File: config.mk
export PLATFORM = sky130hd
export DESIGN_NAME = tnli_front
export DESIGN_NICKNAME = d
export VERILOG_FILES = /design/src/tnli_pkg.sv /design/src/tnli_front.sv
export SDC_FILE = /design/constraint.sdc
export NUM_CORES = 1
export LEC_CHECK = 0
export BUFFER_PORTS_ARGS = -buffer_cell sky130_fd_sc_hd__buf_4
export CAP_MARGIN = 20
export CELL_PAD_IN_SITES_DETAIL_PLACEMENT = 1
export CELL_PAD_IN_SITES_GLOBAL_PLACEMENT = 1
export CORE_ASPECT_RATIO = 2
export CORE_MARGIN = 2
export CORE_UTILIZATION = 45
export DETAILED_ROUTE_END_ITERATION = 10
export PLACE_DENSITY_LB_ADDON = 0.1
export SLEW_MARGIN = 40
export SYNTH_ARGS = -nofsm -noshare
export SYNTH_HDL_FRONTEND = slang
export SYNTH_SLANG_ARGS = --single-unit
File: constraint.sdc
create_clock -name aclk -period 6.8 [get_ports aclk]
set_input_delay 0.34 -clock aclk [delete_from_list [all_inputs] [get_ports aclk]]
set_output_delay 0.34 -clock aclk [all_outputs]
set_load 0.02 [all_outputs]
File: src/tnli_pkg.sv
// ----------------------------------------------------------------------------
// tnli_pkg
// shared types, codes and sizes of the time node linear interpolator
// ----------------------------------------------------------------------------
package tnli_pkg;

    localparam int DEF_MAX_NODES    = 64;
    localparam int DEF_MAX_ELEMENTS = 32;
    localparam int RESULT_CAP       = 32;

    localparam logic [1:0] ACT_SAMPLE = 2'd0;
    localparam logic [1:0] ACT_STEP   = 2'd1;
    localparam logic [1:0] ACT_QUERY  = 2'd2;

    localparam logic CFG_NODES    = 1'b0;
    localparam logic CFG_ELEMENTS = 1'b1;

    // classified beat handed from front to back
    typedef struct packed {
        logic [1:0]  action;
        logic [5:0]  node;
        logic [4:0]  element;
        logic [31:0] sample;
        logic [23:0] step_length;
        logic [31:0] query_time;
    } cmd_t;

    typedef enum logic [3:0] {
        ST_IDLE,
        ST_WALK,
        ST_WALK_RD,
        ST_DIV,
        ST_PREV_RD,
        ST_NEXT_RD,
        ST_MUL,
        ST_EMIT,
        ST_OOR
    } back_state_t;

endpackage

File: src/tnli_front.sv
// ----------------------------------------------------------------------------
// tnli_front
// two-entry queue of input beats toward the back end
// ----------------------------------------------------------------------------
module tnli_front
    import tnli_pkg::*;
(
    input  logic aclk,
    input  logic aresetn,
    input  logic s_valid,
    output logic s_ready,
    input  cmd_t s_cmd,
    output logic q_valid,
    input  logic q_ready,
    output cmd_t q_cmd,
    output logic busy
);

    cmd_t       buf_reg [2];
    logic       rd_ptr_reg, wr_ptr_reg;
    logic [1:0] cnt_reg;
    logic       push, pop;

    // unused action codes are dropped here
    assign s_ready = (cnt_reg != 2'd2);
    assign push    = s_valid && s_ready && (s_cmd.action != 2'd3);
    assign q_valid = (cnt_reg != 2'd0);
    assign q_cmd   = buf_reg[rd_ptr_reg];
    assign pop     = q_valid && q_ready;
    assign busy    = q_valid;

    always_ff @(posedge aclk) begin
        if (push) begin
            buf_reg[wr_ptr_reg] <= s_cmd;
        end
        if (!aresetn) begin
            rd_ptr_reg <= 1'b0;
            wr_ptr_reg <= 1'b0;
            cnt_reg    <= 2'd0;
        end else begin
            if (push) wr_ptr_reg <= ~wr_ptr_reg;
            if (pop)  rd_ptr_reg <= ~rd_ptr_reg;
            cnt_reg <= cnt_reg + {1'b0, push} - {1'b0, pop};
        end
    end

    assert property (@(posedge aclk) disable iff (!aresetn) cnt_reg != 2'd3)
        else $error("queue count overflow");
    assert property (@(posedge aclk) disable iff (!aresetn)
        (cnt_reg == 2'd2 && !pop) |=> cnt_reg == 2'd2)
        else $error("queue lost an entry");
    assert property (@(posedge aclk) disable iff (!aresetn)
        (cnt_reg == 2'd0) |-> !pop)
        else $error("pop from empty queue");

endmodule

# Yosys cells after proc, flatten, opt, wreduce, memory -nomap -nowiden
# Memories as Yosys holds them, arrays and structs flattened. A register that Yosys moved wholly into a read port is not among the register bits.
# Index checks and enable logic that the tools add are counted.
[word_totals] reg_bits=4 ram_bits=202 inputBits=105 output_inout_bits=104 elab_cells=18 memories=1
[mem_list] memory="buf_reg" depth=2 width=101 rd=1 rd_ports_with_merged_regs=1 wr=1 line_no="tnli_front.sv:19" rtl="cmd_t buf_reg [2];"
[classes] addsub=2 n_eq_ne=2 n_mux=4 n_bitwise=2 n_reduce_logical=4
[op_table] cell="1-bit two-way mux" count=4
[op_table] cell="2-bit != test, second input constant" count=2
[op_table] cell="1-bit logical AND" count=3
[op_table] cell="2-bit by 1-bit adder with 2-bit output" count=1
[op_table] cell="1-bit NOT" count=2
[op_table] cell="2-bit nonzero test" count=1
[op_table] cell="2-bit by 1-bit subtractor with 2-bit output" count=1

# Logic depth before layout (Yosys ltp)
# Gate-level depths: netlist (run 1).
[depth] depth_word=5 depth_mapped=8 ltp_nobuf=8

# Least setup slack after synthesis (run 1)
# No wires, ideal clock.
[synth_path] kind="register -> register" start="register cnt_reg[0]" end="memory buf_reg[0][0] (netlist bit) (enable)" setup_ns=0.562 t_arrival_ns=5.015 required_time_ns=6.238 setup_slack_ns=1.223 path_stages_with_launch=4 path_buffers=0 synth_period_minus_slack_ns=5.577 cell_sequence="dfxtp_1 -> nand2b_1 -> nand3_1 -> nor2_1"
[synth_between] elab_chain_len=5
[synth_lines] item="start: declaration" line_no="tnli_front.sv:21" rtl="logic [1:0] cnt_reg;"
[synth_lines] item="start signal: assignment" line_no="tnli_front.sv:43" rtl="cnt_reg <= cnt_reg + {1'b0, push} - {1'b0, pop};"
[synth_lines] item="2-bit != test" line_no="tnli_front.sv:25" rtl="assign s_ready = (cnt_reg != 2'd2);"
[synth_lines] item="net s_ready" line_no="tnli_front.sv:11" rtl="output logic s_ready,"
[synth_lines] item="1-bit logical AND (2 in series)" line_no="tnli_front.sv:26" rtl="assign push = s_valid && s_ready && (s_cmd.action != 2'd3);"
[synth_lines] item="1-bit two-way mux" line_no="tnli_front.sv:33" rtl="if (push) begin"
[synth_lines] item="1-bit two-way mux (implied by the code)" line_no="tnli_front.sv:34" rtl="buf_reg[wr_ptr_reg] <= s_cmd;"
[synth_lines] item="end: declaration" line_no="tnli_front.sv:19"
# The timed path passes the listed nets, and every way through them passes these cells.

# Worst setup path after layout (run 1)
[layout_path] start="register cnt_reg[0]" end="memory buf_reg[0][11] (netlist bit) (enable)"
[layout_between] elab_chain_len=5
[layout_lines] item="2-bit != test" line_no="tnli_front.sv:25"
[layout_lines] item="1-bit logical AND (2 in series)" line_no="tnli_front.sv:26"
[layout_lines] item="1-bit two-way mux" line_no="tnli_front.sv:33"
[layout_lines] item="1-bit two-way mux (implied by the code)" line_no="tnli_front.sv:34"
# No other way between the ends.

==> impl_results.md, run 1 <==
- Status: complete, no violations
- Die height: 192.4 um
- Initial antenna violation count: 0
- # DRC: 0
- Fin crit period: 2742 ps
- Power, Total: 3803 uW
- Req. time, crit path: slightly below 7000 ps
- Worst reg2reg path depth: 5
- Synth cell count leaders: 202 x edfxtp_1, 90 x mux2_4, 11 x mux2_2
- Total global routing overflow: 0
- Setup tns final: 0 ps
- Synth Area in Adders: 0.3135%
- Die area: 18,890 um^2
- Non-filler cells, final: 787
- Clk_skew: 5.536 ps
- CP max FO: 48
- GP Congestion: 0.7341
- Sequential area share after synthesis: 77.24%
- Initial drt markers: 164
- Worst Hold Launch: s_cmd[61]
- IR Drop Worst-Case VDD: 0.3194 mV
- Internal power: 2761 uW
- Starting Density: a little under half
- Pwr per Cell Area: about 370 nW/um^2
- Syn Area/Cell: 23.41 um^2
- First-pass GRT wire length: 23.65 mm
- Max reg flops: 202
- Reg area: 6170 um^2
- Core Box Area: 17,360 um^2
- FF-to-FF End: buf_reg[0][11]
- Max Cap Viol: 0
- Clk buf depth: 3
- Flop pwr share: 42.5%
- # fillers: approximately 1,600
- Layout cells sized above 1: around three fifths
- RSZ-0062 raised after global routing: no
- Drt pass-1 iters: 4
- Clk pwr share: between 20% and 30%
- Synth Area in Simple Gates: 0.7680%
- Synth top area cells: edfxtp_1 76%, mux2_4 17%, buf_12 2.3%
- Fmax: 0.3647 GHz
- RR Startpoint: cnt_reg[0]
- Xor/xnor cell area share of the yosys netlist: 0.3292%
- Post-synth top flop: edfxtp_1
- Critical Path AT: 2850 ps
- R2R setup slack: 4060 ps
- Total GRT Usage: roughly 16%
- Post-synth top area cell: edfxtp_1
- Post-CTS Resized: 0
- Post-synthesis mux area share: a little under a fifth
- Setup crit end: buf_reg[0][11]
- Worst hold slack: roughly 39 ps
- Psw: 1042 uW
- DRT Wirelength: 15.91 mm
- Ant. Diodes: 0
- Final net count: 671
- Largest net degree at the start of global routing: 84
- ANT nets after route: 0
- Critical Path Sink Type: register
- Comb pwr share: between 20% and 30%
- Area growth, synth to finish: 29.70%
- Yosys warnings: 0
- Vias in the first global route: approximately 4,300
- Postcts setup bufs: 0
- Synthesized Nets: 448
- Rel. slew slack: 57.57%
- Critical Path Start: cnt_reg[0]
- FP Rows: between 60 and 70
- Top-count cell post-synth: edfxtp_1
- PortBufs: 208
- Main combinational cell family by area after synthesis: multiplexers
- CTS tree: done
- Cts hold-fix bufs: 0
- DP HPWL: 10.99 mm
- Asr flop ratio synth: 0%
- Wire length per cell: about 20 um
- CP startpoint kind: register
- Cell area after synthesis: 7983 um^2
- DIE WIDTH: a little under 100 um
- Dpl cells: 752
- Netlist cell types: 20
- Clock slew at reported path FFs: 70 ps
- Vias/cell: 4.898
- Lkg Pwr: 0.004022 uW
- Setup Viol. Count Final: 0
- IO Count: around 210
- Latest clock arrival within the worst-skew pair: 480 ps
- Synth Instances: between 300 and 400
- Post-synthesis compound-gate area fraction: less than 1%
- Num CTS Buffers: 19
- Net Sw Frac: 27.39%
- H-tree depth: 1
- Number of enable flip-flop cells after synthesis: 202
- Via count: around 3,900
- Worst setup path class: reg -> reg
- Pins Over Slew Limit: 0
- #FFs+latches synth: approximately 210
- Share of the synthesized area in the top cell type: 75.99%
- # clock sinks: 207
- Final Cycle Share: a little over 40%
- Root buf cell: clkbuf_16
- Area of the multi-input gates: 1620 um^2
- Hold Fails Final Rpt: 0
- Measured slew at the worst slew-check pin: about 640 ps
- HP Class: in -> reg
how the worst min path moves through the flow:
stage                           endpoint  slack, ps  depth (start not counted)
final                     buf_reg[0][61]         40                          1
after global routing      buf_reg[0][61]         20                          1
after CTS                 buf_reg[0][23]         20                          1
after detailed placement      wr_ptr_reg        510                          2
after global placement        wr_ptr_reg        500                          2
after floorplan            buf_reg[0][0]        440                          0
kinds of logic after synthesis:
kind of cell,after synthesis
simple gates,12
xor+xnor,3
fa+ha+maj,2
compound gates,1
mux,102
buf+inv,14
flops,207
critical path: stages (launching register included):
cell and delay [ps]:
dfxtp_1 360, nand2b_1 150, nand3_1 250, nor2_4 340
buf_4 580, buf_4 630
power by group through the flow:
| stage | registers, uW | clock network (uW) | logic [uW] |
|---|---|---|---|
| floorplan | 1620 | 0 | 782 |
| global placement | 1670 | 0 | 1050 |
| detailed placement | 1650 | 0 | 1100 |
| CTS | 1620 | 1130 | 1100 |
| global route | 1630 | 1170 | 1150 |
| finish | 1620 | 1100 | 1080 |
layout make-up:
class,count,area share (%)
Sequential cell,207,59.59
Timing Repair Buffer,214,15.90
Multi-Input combinational cell,120,15.65
Clock buffer,19,4.592
Tap cell,210,2.538
Clock inverter,15,1.656
Inverter,2,0.07251
routing by layer:
| layer | GRT usage (%) | part of all wire, % | vias to the layer above |
|---|---|---|---|
| met5 | 0 | 0 | - |
| met4 | 7.482 | 3.9 | 0 |
| met3 | 3.296 | 6.2 | 36 |
| met2 | 30.56 | 57 | 155 |
| met1 | 17.45 | 33 | 1883 |
| li1 | - | - | 1781 |
layout by cell type (no fill, tap or decap), types with 2 or more instances in the layout:
cell and instances:
bufinv_16 4, nand2_1 3, and2_1 2, ha_1 2
clkinv_2 4, mux2_2 11, buf_6 2, clkinv_1 6
clkbuf_16 19, nor2b_1 2, edfxtp_1 202, buf_4 210
dfxtp_1 4, mux2_4 90, xnor2_1 3, nor2_4 2
inv_1 2
stage by stage:
stage / setup slack [ps] / area (um^2) / util (%)
2_1_floorplan: 1223 / 7983 / -
3_3_place_gp: 3992 / 9652 / 55.61
3_5_place_dp: 3981 / 9676 / 55.75
4_1_cts: 3844 / 10320 / 59.47
5_1_grt: 3838 / 10350 / 59.65
6_report: 4058 / 10350 / 59.65
(Power assumes the default switching activity.)
==> run 2: changes to the inputs <==
--- a/config.mk
+++ b/config.mk
@@ -5,6 +5,7 @@
 export SDC_FILE = /design/constraint.sdc
 export NUM_CORES = 1
 export LEC_CHECK = 0
+export ABC_AREA = 1
 export BUFFER_PORTS_ARGS = -buffer_cell sky130_fd_sc_hd__buf_4
 export CAP_MARGIN = 20
 export CELL_PAD_IN_SITES_DETAIL_PLACEMENT = 1
==> constraint.sdc (replaced) <==
create_clock -name aclk -period 2.69 [get_ports aclk]
set_input_delay 0.1345 -clock aclk [delete_from_list [all_inputs] [get_ports aclk]]
set_output_delay 0.1345 -clock aclk [all_outputs]
set_load 0.02 [all_outputs]
==> run 2 against run 1 <==
Register-to-register slack got worse by 3200 ps. Count of clock-buffer cells in the layout is 10 higher. Hold slack gained 55 ps. Clock power is 150% higher. Non-clock buffer count is 106 higher. Utilization is 5.3 points higher. Wire length up 5.0%. Setup slack worse by 3600 ps.
==> impl_results.md, run 2 <==
- Fin crit period: 2191 ps
- Core Box Area: 17,610 um^2 (+1.5%)
- Synth Area in Simple Gates: 1.017% (+0.25 points)
- FP Rows: 69 (+1.5%)
- Status: complete, no violations
- Total global routing overflow: 0 (unchanged)
- Synth top area cells: edfxtp_1 76%, mux2_4 17%, buf_12 2.3%
- First-pass GRT wire length: 25.58 mm (+8.1%)
- Die height: 192.5 um (about the same)
- Top-count cell post-synth: edfxtp_1
- Post-place setup slack: 809.2 ps (-3172 ps)
- R2R setup slack: 810 ps (-3250 ps)
- # DRC: 0 (unchanged)
- Drt pass-1 iters: 4 (unchanged)
- Commonest non-fill, non-tap cell in the layout: buf_4
- Rel. slew slack: 56.87% (-0.69 points)
- Largest net degree at the start of global routing: 66 (-21%)
- Ant. Diodes: 0 (unchanged)
- Setup Viol. Count Final: 0 (unchanged)
- RSZ-0062 raised after global routing: no
- Via count: 4,318 (+12%)
- DP Area: 9782 um^2 (+1.1%)
- Cell area after synthesis: 7998 um^2 (+0.19%)
- Final Cell Area: 11,450 um^2 (+11%)
- Critical Path Sink Type: output port
- Initial drt markers: 106 (-35%)
- CP max FO: 32 (-33%)
- Worst hold slack: 94.33 ps (+55.33 ps)
- Wire length per cell: 18.40 um (-9.0%)
- Post-synthesis mux area share: 18.44% (-0.16 points)
- Clk buf depth: 3 (unchanged)
- Num CTS Buffers: 20 (+1)
- Post-synth top area cell: edfxtp_1
- Netlist cell types: 16 (-20%)
- Most frequent cells in the layout: 211 x buf_4, 202 x edfxtp_1, 103 x dlygate4sd3_1
- Hold Fails Final Rpt: 0 (unchanged)
- Postcts setup bufs: 0 (unchanged)
- Synthesized Nets: 460 (+2.7%)
- Total GRT Usage: 17.20% (+0.89 points)
- H-tree depth: 1 (unchanged)
- Worst setup path class: reg -> out
- Pins Over Slew Limit: 0 (unchanged)
- Clk_skew: 13.46 ps (+7.924 ps)
- Number of enable flip-flop cells after synthesis: 202 (unchanged)
- Req. time, crit path: 2560 ps (-4350 ps)
- Pwr per Cell Area: 844.8 nW/um^2 (+130%)
- Worst Setup Slack, final: 498.6 ps (-3560 ps)
- Fmax: 0.4563 GHz
- Initial antenna violation count: 0 (unchanged)
- Latest clock arrival within the worst-skew pair: 480 ps (about the same)
- Post-synth top flop: edfxtp_1
- Main combinational cell family by area after synthesis: multiplexers
- Synth cell count leaders: 202 x edfxtp_1, 90 x mux2_4, 11 x mux2_2
- Area growth, synth to finish: 43.12%
- Critical Path AT: 2060 ps (-790 ps)
- ANT nets after route: 0 (unchanged)
- #FFs+latches synth: 207 (unchanged)
- CTS tree: done
- Max Cap Viol: 0 (unchanged)
- IR Drop Worst-Case VDD: 0.8658 mV (+170%)
- Measured slew at the worst slew-check pin: 645.6 ps (+9.040 ps)
- Layout cells sized above 1: 50.22% (-9.9 points)
- # clock sinks: 207 (unchanged)
- Setup tns final: 0 ps (unchanged)
- Clock slew at reported path FFs: 60 ps (about the same)
- GP Congestion: 0.7014 (-4.5%)
- Syn Area/Cell: 22.66 um^2 (-3.2%)
- Final Util: 64.99% (+5.3 points)
- Final net count: 790 (+18%)
- Synth Area in Adders: 0.3129% (-0.00059 points)
- IO Count: 209 (unchanged)
- Max reg flops: 202 (unchanged)
- DIE WIDTH: 98.27 um (about the same)
- Vias in the first global route: 4,805 (+11%)
- Post-CTS Resized: 0 (unchanged)
- Sequential area share after synthesis: 77.10% (-0.15 points)
- Final Cycle Share: 81.46%
- Post-synthesis compound-gate area fraction: 0.1564% (+0.062 points)
- CP startpoint kind: register
- Asr flop ratio synth: 0% (unchanged)
- Synth Instances: 353 (+3.5%)
- Xor/xnor cell area share of the yosys netlist: 0% (-0.33 points)
- Die area: 18,920 um^2 (+0.18%)
- Yosys warnings: 0 (unchanged)
- Vias/cell: 4.756 (-2.9%)
- DP HPWL: 10.14 mm (-7.8%)
- # fillers: 1,499 (-6.0%)
- Starting Density: 45.41% (-0.58 points)
- PortBufs: 208 (unchanged)
- HP Class: in -> reg
- Lkg Pwr: 0.004499 uW (+12%)
- Share of the synthesized area in the top cell type: 75.84% (-0.14 points)
- Root buf cell: clkbuf_16
- DRT Wirelength: 16.70 mm (+5.0%)
- Cts hold-fix bufs: 103 (+103)
[run 2: area by class of cell]
cell class	count	area (um^2)	share of cell area (%)
flip-flops and latches	207	6170	53.90
repair buffers	320	2735	23.90
multi-input cells	125	1604	14.01
clock buffers	29	585.6	5.116
well taps	213	266.5	2.328
clock inverters	5	47.55	0.4154
inverters	9	37.54	0.3279
[run 2: cell families after synthesis]
logic type	count (synthesis)
buffers and inverters	21
flip-flops	207
adder cells (fa/ha/maj)	2
AND/OR/NAND/NOR	20
AO/OA/AOI/OAI	2
multiplexers	101
[run 2: routing by layer]
metal  global-route usage (%)  part of all wire [%]  wire, um  vias to the layer above
li1                         -                     -         -                     2028
met1                    20.26                    37      6254                     2118
met2                    31.19                    54      9061                      146
met3                    4.274                   6.1      1015                       26
met4                    4.795                   2.2       372                        0
met5                        0                     0         0                        -
[run 2: worst max-delay path: stages (launching register included)]
cell and delay [ps]:
dfxtp_4 720, buf_4 360, mux2_4 330, buf_4 160
[run 2: final timing paths]
check	startpoint	end	cells past startpoint
worst max-delay path	register	q_cmd[58]	3
worst min-delay path	s_valid	wr_ptr_reg	4
worst max register to register	cnt_reg[0]	buf_reg[1][31]	5
worst min register to register	rd_ptr_reg	register	2
[run 2: per-stage QoR]
| stage | std cells | total power [uW] |
|---|---|---|
| after floorplan | 353 | 6019 |
| after global placement | 771 | 6886 |
| after detailed placement | 771 | 6941 |
| after CTS | 908 | 9770 |
| after global routing | 908 | 10070 |
| final | 908 | 9670 |
[run 2: power breakdown]
| part | switching [uW] | total, uW | internal, uW |
|---|---|---|---|
| registers | 165 | 4110 | 3950 |
| clock network | 1100 | 2700 | 1600 |
| logic | 1390 | 2860 | 1470 |
